### src/sha1_message_digest_unit_defines.svh
// Assertion macros for the SHA-1 message digest unit.
// Both macros expect clk_i and rst_ni in the scope where they are used.
`ifndef SHA1_MESSAGE_DIGEST_UNIT_DEFINES_SVH
`define SHA1_MESSAGE_DIGEST_UNIT_DEFINES_SVH

// The consequent must hold in the same cycle as the antecedent.
`define SHA1MD_ASSERT_NOW(lbl, ant, cons, msg) \
  lbl: assert property (@(posedge clk_i) disable iff (!rst_ni) (ant) |-> (cons)) \
    else $error(msg);

// The consequent must hold in the cycle after the antecedent.
`define SHA1MD_ASSERT_NEXT(lbl, ant, cons, msg) \
  lbl: assert property (@(posedge clk_i) disable iff (!rst_ni) (ant) |=> (cons)) \
    else $error(msg);

`endif

### src/sha1md_pkg.sv
// Shared types and constants of the SHA-1 message digest unit.
// No dependencies; used by the round logic and the top level.
package sha1md_pkg;

  // The five 32-bit round variables, also used for the chaining words.
  typedef struct packed {
    logic [31:0] a;
    logic [31:0] b;
    logic [31:0] c;
    logic [31:0] d;
    logic [31:0] e;
  } sha1md_work_t;

  // Initial chaining values.
  localparam sha1md_work_t InitChain = '{
    a: 32'h67452301,
    b: 32'hEFCDAB89,
    c: 32'h98BADCFE,
    d: 32'h10325476,
    e: 32'hC3D2E1F0
  };

  // Round constants, one per group of twenty rounds.
  localparam logic [31:0] RoundK0 = 32'h5A827999;
  localparam logic [31:0] RoundK1 = 32'h6ED9EBA1;
  localparam logic [31:0] RoundK2 = 32'h8F1BBCDC;
  localparam logic [31:0] RoundK3 = 32'hCA62C1D6;

  // Padding marker byte and block geometry.
  localparam logic [7:0] PadByte     = 8'h80;
  localparam int         NumRounds   = 80;
  localparam logic [5:0] LenStartPos = 6'd56;
  localparam logic [5:0] LastBytePos = 6'd63;

endpackage

### src/sha1md_round.sv
// One SHA-1 compression round: the shared unit that the sequencer steps 80 times.
// Depends on sha1md_pkg for the work-variable type and round constants.
module sha1md_round (
  input  sha1md_pkg::sha1md_work_t work_i,
  input  logic [31:0]              w_i,
  input  logic [6:0]               round_i,
  output sha1md_pkg::sha1md_work_t work_o
);
  import sha1md_pkg::*;

  logic [31:0] f;
  logic [31:0] k;
  logic [31:0] t;

  // Select the round function and constant by round group.
  always_comb begin
    if (round_i < 7'd20) begin
      f = (work_i.b & work_i.c) | (~work_i.b & work_i.d);
      k = RoundK0;
    end else if (round_i < 7'd40) begin
      f = work_i.b ^ work_i.c ^ work_i.d;
      k = RoundK1;
    end else if (round_i < 7'd60) begin
      f = (work_i.b & work_i.c) | (work_i.b & work_i.d) | (work_i.c & work_i.d);
      k = RoundK2;
    end else begin
      f = work_i.b ^ work_i.c ^ work_i.d;
      k = RoundK3;
    end
  end

  // Temporary sum, kept modulo 2^32.
  assign t = {work_i.a[26:0], work_i.a[31:27]} + f + work_i.e + k + w_i;

  // Rotate the variables for the next round.
  always_comb begin
    work_o.a = t;
    work_o.b = work_i.a;
    work_o.c = {work_i.b[1:0], work_i.b[31:2]};
    work_o.d = work_i.c;
    work_o.e = work_i.d;
  end

endmodule

### src/sha1_message_digest_unit.sv
// SHA-1 digest over a byte stream; uses sha1md_pkg and sha1md_round.
// Message bytes are taken one per cycle while the unit is idle; a byte that completes a
// 64-byte block starts a load, 80 rounds through the single round unit and a chaining add.
// A last transfer adds padding at one byte per cycle, held while a block compresses,
// and one or two blocks are compressed before the digest shows on the master side.
// Reset returns the chaining words to their initial values with a zero length.
`include "sha1_message_digest_unit_defines.svh"
module sha1_message_digest_unit (
  input  logic         clk_i,
  input  logic         rst_ni,
  // Slave side: message bytes.
  input  logic         s_axis_tvalid_i,
  output logic         s_axis_tready_o,
  input  logic [7:0]   s_axis_tdata_i,   // [7:0] msg_byte
  input  logic         s_axis_tuser_i,   // [0] byte_valid
  input  logic         s_axis_tlast_i,
  // Master side: digest.
  output logic         m_axis_tvalid_o,
  input  logic         m_axis_tready_i,
  output logic [159:0] m_axis_tdata_o    // digest_w0, digest_w1, ..., digest_w4
);
  import sha1md_pkg::*;

  typedef enum logic [2:0] {
    ST_IDLE,
    ST_PAD_ONE,
    ST_PAD_ZERO,
    ST_PAD_LEN,
    ST_ROUND,
    ST_FINAL
  } state_e;

  state_e       state_q;
  state_e       ret_q;
  logic         last_blk_q;
  logic [5:0]   fill_q;
  logic [60:0]  count_q;
  logic [6:0]   round_q;
  sha1md_work_t chain_q;
  sha1md_work_t work_q;
  sha1md_work_t work_d;
  sha1md_work_t sum_d;
  logic [511:0] sched_q;
  logic [63:0]  len_q;
  logic         out_valid_q;
  logic [159:0] out_data_q;

  logic         s_accept;
  logic         shift_en;
  logic [7:0]   shift_byte;
  logic         start_cmp;
  logic [31:0]  w_new;
  logic [31:0]  w_round;
  logic         out_free;

  assign s_axis_tready_o = (state_q == ST_IDLE);
  assign s_accept        = s_axis_tvalid_i & s_axis_tready_o;
  assign m_axis_tvalid_o = out_valid_q;
  assign m_axis_tdata_o  = out_data_q;
  assign out_free        = !out_valid_q || m_axis_tready_i;

  // Byte loading: message bytes, the marker, zero fill and the bit length.
  always_comb begin
    shift_en   = 1'b0;
    shift_byte = s_axis_tdata_i;
    case (state_q)
      ST_IDLE: begin
        shift_en = s_accept && s_axis_tuser_i;
      end
      ST_PAD_ONE: begin
        shift_en   = 1'b1;
        shift_byte = PadByte;
      end
      ST_PAD_ZERO: begin
        shift_en   = (fill_q != LenStartPos);
        shift_byte = 8'h00;
      end
      ST_PAD_LEN: begin
        shift_en   = 1'b1;
        shift_byte = len_q[63:56];
      end
      default: begin
        shift_en = 1'b0;
      end
    endcase
    start_cmp = shift_en && (fill_q == LastBytePos);
  end

  // Message schedule: the oldest word sits in the top 32 bits of the window.
  assign w_new = sched_q[511:480] ^ sched_q[447:416] ^ sched_q[255:224] ^ sched_q[95:64];
  assign w_round = (round_q < 7'd16) ? sched_q[511:480] : {w_new[30:0], w_new[31]};

  sha1md_round u_round (
    .work_i  (work_q),
    .w_i     (w_round),
    .round_i (round_q),
    .work_o  (work_d)
  );

  // Chaining add after the last round.
  always_comb begin
    sum_d.a = chain_q.a + work_q.a;
    sum_d.b = chain_q.b + work_q.b;
    sum_d.c = chain_q.c + work_q.c;
    sum_d.d = chain_q.d + work_q.d;
    sum_d.e = chain_q.e + work_q.e;
  end

  // Sequencer, counters, chaining words and output valid.
  always_ff @(posedge clk_i or negedge rst_ni) begin
    if (!rst_ni) begin
      state_q     <= ST_IDLE;
      ret_q       <= ST_IDLE;
      last_blk_q  <= 1'b0;
      fill_q      <= '0;
      count_q     <= '0;
      round_q     <= '0;
      chain_q     <= InitChain;
      out_valid_q <= 1'b0;
    end else begin
      // Output valid: set by a finished digest, cleared by a transfer.
      if ((state_q == ST_FINAL) && last_blk_q && out_free) begin
        out_valid_q <= 1'b1;
      end else if (m_axis_tready_i) begin
        out_valid_q <= 1'b0;
      end
      if (shift_en) begin
        fill_q <= fill_q + 6'd1;
      end
      case (state_q)
        ST_IDLE: begin
          if (s_accept) begin
            if (s_axis_tuser_i) begin
              count_q <= count_q + 61'd1;
            end
            if (start_cmp) begin
              state_q    <= ST_ROUND;
              ret_q      <= s_axis_tlast_i ? ST_PAD_ONE : ST_IDLE;
              last_blk_q <= 1'b0;
              round_q    <= '0;
            end else if (s_axis_tlast_i) begin
              state_q <= ST_PAD_ONE;
            end
          end
        end
        ST_PAD_ONE: begin
          count_q <= '0;
          if (start_cmp) begin
            state_q    <= ST_ROUND;
            ret_q      <= ST_PAD_ZERO;
            last_blk_q <= 1'b0;
            round_q    <= '0;
          end else begin
            state_q <= ST_PAD_ZERO;
          end
        end
        ST_PAD_ZERO: begin
          if (!shift_en) begin
            state_q <= ST_PAD_LEN;
          end else if (start_cmp) begin
            state_q    <= ST_ROUND;
            ret_q      <= ST_PAD_ZERO;
            last_blk_q <= 1'b0;
            round_q    <= '0;
          end
        end
        ST_PAD_LEN: begin
          if (start_cmp) begin
            state_q    <= ST_ROUND;
            ret_q      <= ST_IDLE;
            last_blk_q <= 1'b1;
            round_q    <= '0;
          end
        end
        ST_ROUND: begin
          round_q <= round_q + 7'd1;
          if (round_q == 7'(NumRounds - 1)) begin
            state_q <= ST_FINAL;
          end
        end
        ST_FINAL: begin
          if (!last_blk_q) begin
            chain_q <= sum_d;
            state_q <= ret_q;
          end else if (out_free) begin
            chain_q <= InitChain;
            state_q <= ST_IDLE;
          end
        end
        default: begin
          state_q <= ST_IDLE;
        end
      endcase
    end
  end

  // Data path: schedule window, round variables, length and digest register.
  always_ff @(posedge clk_i) begin
    if (shift_en) begin
      sched_q <= {sched_q[503:0], shift_byte};
    end else if (state_q == ST_ROUND) begin
      sched_q <= {sched_q[479:0], w_round};
    end
    if (start_cmp) begin
      work_q <= chain_q;
    end else if (state_q == ST_ROUND) begin
      work_q <= work_d;
    end
    if (state_q == ST_PAD_ONE) begin
      len_q <= {count_q, 3'b000};
    end else if (state_q == ST_PAD_LEN) begin
      len_q <= {len_q[55:0], 8'h00};
    end
    if ((state_q == ST_FINAL) && last_blk_q && out_free) begin
      out_data_q <= {sum_d.e, sum_d.d, sum_d.c, sum_d.b, sum_d.a};
    end
  end

  // Checks on the sequencer.
  `SHA1MD_ASSERT_NOW(a_round_range, state_q == ST_ROUND, round_q < 7'(NumRounds), "round index out of range")
  `SHA1MD_ASSERT_NEXT(a_full_block_compresses, s_accept && s_axis_tuser_i && (fill_q == LastBytePos), state_q == ST_ROUND, "full block not compressed")
  `SHA1MD_ASSERT_NOW(a_len_position, state_q == ST_PAD_LEN, fill_q >= LenStartPos, "length bytes placed before position 56")
  `SHA1MD_ASSERT_NOW(a_chain_restart, $rose(out_valid_q), chain_q == InitChain, "chaining words not restarted after digest")

endmodule

### config.mk
export PLATFORM = sky130hd
export DESIGN_NAME = sha1_message_digest_unit
export DESIGN_NICKNAME = d
export VERILOG_FILES = /design/src/sha1md_pkg.sv /design/src/sha1md_round.sv /design/src/sha1_message_digest_unit.sv
export VERILOG_INCLUDE_DIRS = /design/src /design/src/src
export SDC_FILE = /design/constraint.sdc
export NUM_CORES = 2
export LEC_CHECK = 0
export BUFFER_PORTS_ARGS = -buffer_cell sky130_fd_sc_hd__buf_2
export CAP_MARGIN = 20
export CORE_MARGIN = 10
export CORE_UTILIZATION = 50
export CTS_CLUSTER_SIZE = 24
export DETAILED_ROUTE_END_ITERATION = 10
export PLACE_DENSITY = 0.66
export SLEW_MARGIN = 15
export SYNTH_ARGS = -nofsm -noshare
export SYNTH_HDL_FRONTEND = slang
export SYNTH_HIERARCHICAL = 1
export SYNTH_SLANG_ARGS = --single-unit
### constraint.sdc
create_clock -name clk_i -period 27.5 [get_ports clk_i]
set_input_delay 2.75 -clock clk_i [delete_from_list [all_inputs] [get_ports clk_i]]
set_output_delay 2.75 -clock clk_i [all_outputs]
set_load 0.03 [all_outputs]
==> PnR_summary.wiki <==
{| class="wikitable"
! Metric !! Value
|-
| Result of the run || completed
|-
| Final setup fails || 0
|-
| Crit path arrival time || 6690 ps
|-
| Data required time of the critical path || 27,870 ps
|-
| Syn-to-layout area delta || 9.19%
|-
| Number of maximum-capacitance constraint violations || 0
|-
| Fraction of registers with async set/reset || 21.3%
|-
| Antenna cells || 0
|-
| Max incr delay on CP || 900 ps
|-
| Post-route setup TNS || 0 ps
|-
| Library cell with the largest summed area after synthesis || sky130_fd_sc_hd__edfxtp_1
|-
| Post-CTS repair timing setup buffer count || 0
|-
| CP endpoint kind || flip-flop
|-
| Class of the tightest hold or removal check || reg -> reg
|-
| Top-level port count || 176
|-
| Initial antenna violation count || 2
|-
| Count of input and output buffers || 175
|-
| Overall overflow remaining after global route || 0
|-
| Max Transition Viols Final || 0
|-
| Initial DRC count || 4,794
|-
| Root cell of the clock tree || sky130_fd_sc_hd__clkbuf_16
|-
| Final nets || 6,128
|-
| Detailed Routing Iterations Pass 1 || 6
|-
| Layout cells sized above 1 || 10.4%
|-
| Die footprint || 136,000 µm²
|-
| Site row count || 127
|-
| Cell area after technology mapping || 60,600 µm²
|-
| Number of synthesized register bits || 1,134
|-
| CTS HTree Levels || 3
|-
| Wire per inst || 20.8 µm
|-
| Post-detailed-route count of antenna-violating nets || 0
|-
| Clock sink count || 1,134
|-
| Latest clock arrival within the worst-skew pair || 790 ps
|-
| Total track usage || 22.5%
|-
| Cells along the critical path || buf_2 > and2_1 > nor2_1 > nor2_1 > o21bai_4 > nand2_4 > buf_4 > buf_12 > buf_4
|-
| Post-Syn Area per Cell || 10.4 µm²
|-
| Time the worst path needs with I/O delays and setup || 6330 ps
|-
| Critical Path Source Type || input port
|-
| Hold violation total from the final report || 0
|-
| Leading post-synthesis cells by instance count || 2,064 x sky130_fd_sc_hd__nand2_1, 893 x sky130_fd_sc_hd__edfxtp_1, 235 x sky130_fd_sc_hd__clkbuf_1, 232 x sky130_fd_sc_hd__xnor2_1, 231 x sky130_fd_sc_hd__inv_1
|-
| Most repeated cell in the gate-level netlist after synthesis || sky130_fd_sc_hd__nand2_1
|-
| Pin count of the biggest net entering global routing || 232
|-
| Slowest library cell on the worst path || sky130_fd_sc_hd__buf_4
|-
| Sequential element share of the synthesized area || 54.3%
|-
| Post-synth top area share || 44.2%
|-
| Total wire length || 156,000 µm
|-
| Number of unique standard cell types used by synthesis || 86
|-
| Total number of vias || 42,348
|-
| Post-CTS sizing || 0
|-
| Maximum number of buffers from clock root to sink || 3
|-
| Mapped Nets || 6,166
|-
| Top area cells in the synthesized netlist || sky130_fd_sc_hd__edfxtp_1 44%, sky130_fd_sc_hd__nand2_1 13%, sky130_fd_sc_hd__dfrtp_1 6.6%, sky130_fd_sc_hd__fa_1 4.1%, sky130_fd_sc_hd__ha_1 4.0%
|-
| Number of vias per cell after detailed routing || 5.64
|-
| Placeable Area || 120,000 µm²
|-
| DR DRC count || 0
|-
| Portion of the clock cycle consumed by the worst path in the final layout || 23.0%
|-
| Number of warnings reported in the yosys synthesis log || 6
|-
| Main synth FF type || sky130_fd_sc_hd__edfxtp_1
|-
| Clock tree from TritonCTS || yes
|-
| Post-synthesis cell count || 5,831
|-
| Die height || 368 µm
|-
| EDFF count, synth || 893
|-
| Setup repair after global routing missed its margin || false
|-
| Slew HR || 20.9%
|-
| Transition time of the tightest slew-check pin || 1190 ps
|-
| Clock tree skew after final layout || 50.0 ps
|-
| Routability-driven placement congestion ratio || 0.949
|-
| Number of CTS-inserted buffers || 120
|-
| Upper clock frequency limit || 0.158 GHz
|-
| Half-perimeter wire length after detailed placement || 108,000 µm
|-
| Number of global-route vias before repair || 40,416
|-
| Initial Util || 50.5%
|-
| Filler instances || 10,495
|-
| Post-CTS Hold Buffers || 0
|-
| First-pass GRT wire length || 240,000 µm
|-
| Clock slew at reported path FFs || 60 ps
|-
| Horizontal extent of the die || 368 µm
|-
| Critical path type || in -> reg
|-
| Critical path fanouts, max || 174
|}
## layout make-up
type	instances	area, µm²	share of cell area (%)
repair buffers	211	1240	1.87
clock buffers	153	3270	4.94
clock inverters	73	837	1.26
inverters	231	867	1.31
well taps	1612	2020	3.05
multi-input cells	4095	25000	37.8
flip-flops and latches	1134	32900	49.8
## logic make-up after synthesis
family                   synth area share [%]
adder cells (fa/ha/maj)                  8.17
buffers and inverters                    4.52
multiplexers                             2.01
XOR/XNOR                                 4.71
flip-flops                               54.3
AND/OR/NAND/NOR                          16.7
AO/OA/AOI/OAI                            9.54
## metal layers
| layer | track usage (%) | vias to the layer above | wire (µm) |
|---|---|---|---|
| met5 | 0 | - | 10 |
| met4 | 7.43 | 2 | 5250 |
| met3 | 4.74 | 250 | 12300 |
| met2 | 33.8 | 1408 | 69200 |
| met1 | 32.2 | 20844 | 69400 |
| li1 | - | 19844 | - |
## path summary, 6_finish.rpt
check	depth (start not counted)	slack (ps)	endpoint	start
hold reg to reg	1	480	fill_q[5]	fill_q[5]
setup reg to reg	21	21320	work_q[159]	round_q[6]
min in group asynchronous	1	2030	count_q[6]	rst_ni
max in group asynchronous	2	23950	chain_q[45]	rst_ni
setup / recovery	9	21170	sched_q[240]	s_axis_tvalid_i
hold / removal	1	480	fill_q[5]	fill_q[5]
## cells in the final DEF (no fill, tap or decap), types with 23 or more instances in the layout
master	instances
sky130_fd_sc_hd__dfrtp_1	161
sky130_fd_sc_hd__a21o_1	99
sky130_fd_sc_hd__a221o_1	91
sky130_fd_sc_hd__clkbuf_16	121
sky130_fd_sc_hd__nor3_1	32
sky130_fd_sc_hd__and3_1	27
sky130_fd_sc_hd__nor2_1	197
sky130_fd_sc_hd__o21bai_1	25
sky130_fd_sc_hd__fa_1	125
sky130_fd_sc_hd__dfstp_2	80
sky130_fd_sc_hd__buf_4	30
sky130_fd_sc_hd__mux2i_1	26
sky130_fd_sc_hd__o21a_1	31
sky130_fd_sc_hd__nand4_1	26
sky130_fd_sc_hd__a21oi_1	170
sky130_fd_sc_hd__inv_1	231
sky130_fd_sc_hd__nand2_1	2062
sky130_fd_sc_hd__ha_1	196
sky130_fd_sc_hd__a22o_1	76
sky130_fd_sc_hd__xnor2_1	232
sky130_fd_sc_hd__buf_2	174
sky130_fd_sc_hd__mux2_2	85
sky130_fd_sc_hd__o21ai_0	107
sky130_fd_sc_hd__xor2_1	94
sky130_fd_sc_hd__nand3_1	53
sky130_fd_sc_hd__edfxtp_1	893
sky130_fd_sc_hd__or3_1	23
sky130_fd_sc_hd__a31oi_1	24
## critical path, delay by kind of cell
kind	cells	cell delay, ps
compound gates	1	120
buf+inv	4	2500
simple gates	4	1050
## sequential cells by signal, summed over array words and instances, names as in the netlist
register         count
fill_q               6
state_q              3
count_q             61
chain_q            160
last_blk_q           1
m_axis_tvalid_o      1
round_q              7
len_q               61
m_axis_tdata_o     160
ret_q                2
work_q             160
sched_q            512
## through the flow
| step | setup WS, ps | area, µm² | util (%) | instances | hold slack [ps] |
|---|---|---|---|---|---|
| after floorplan | 11490 | 60600 | - | 5831 | 444 |
| after global placement | 20350 | 62100 | 51.7 | 7282 | 461 |
| after detailed placement | 20400 | 62100 | 51.7 | 7282 | 464 |
| after CTS | 21210 | 66200 | 55.1 | 7508 | 476 |
| after global routing | 20930 | 66200 | 55.1 | 7509 | 504 |
| final | 21170 | 66200 | 55.1 | 7509 | 477 |
Power is left out: the tool's default activity adds up to more than one toggle a clock period on the data nets, which glitch-free logic cannot reach.
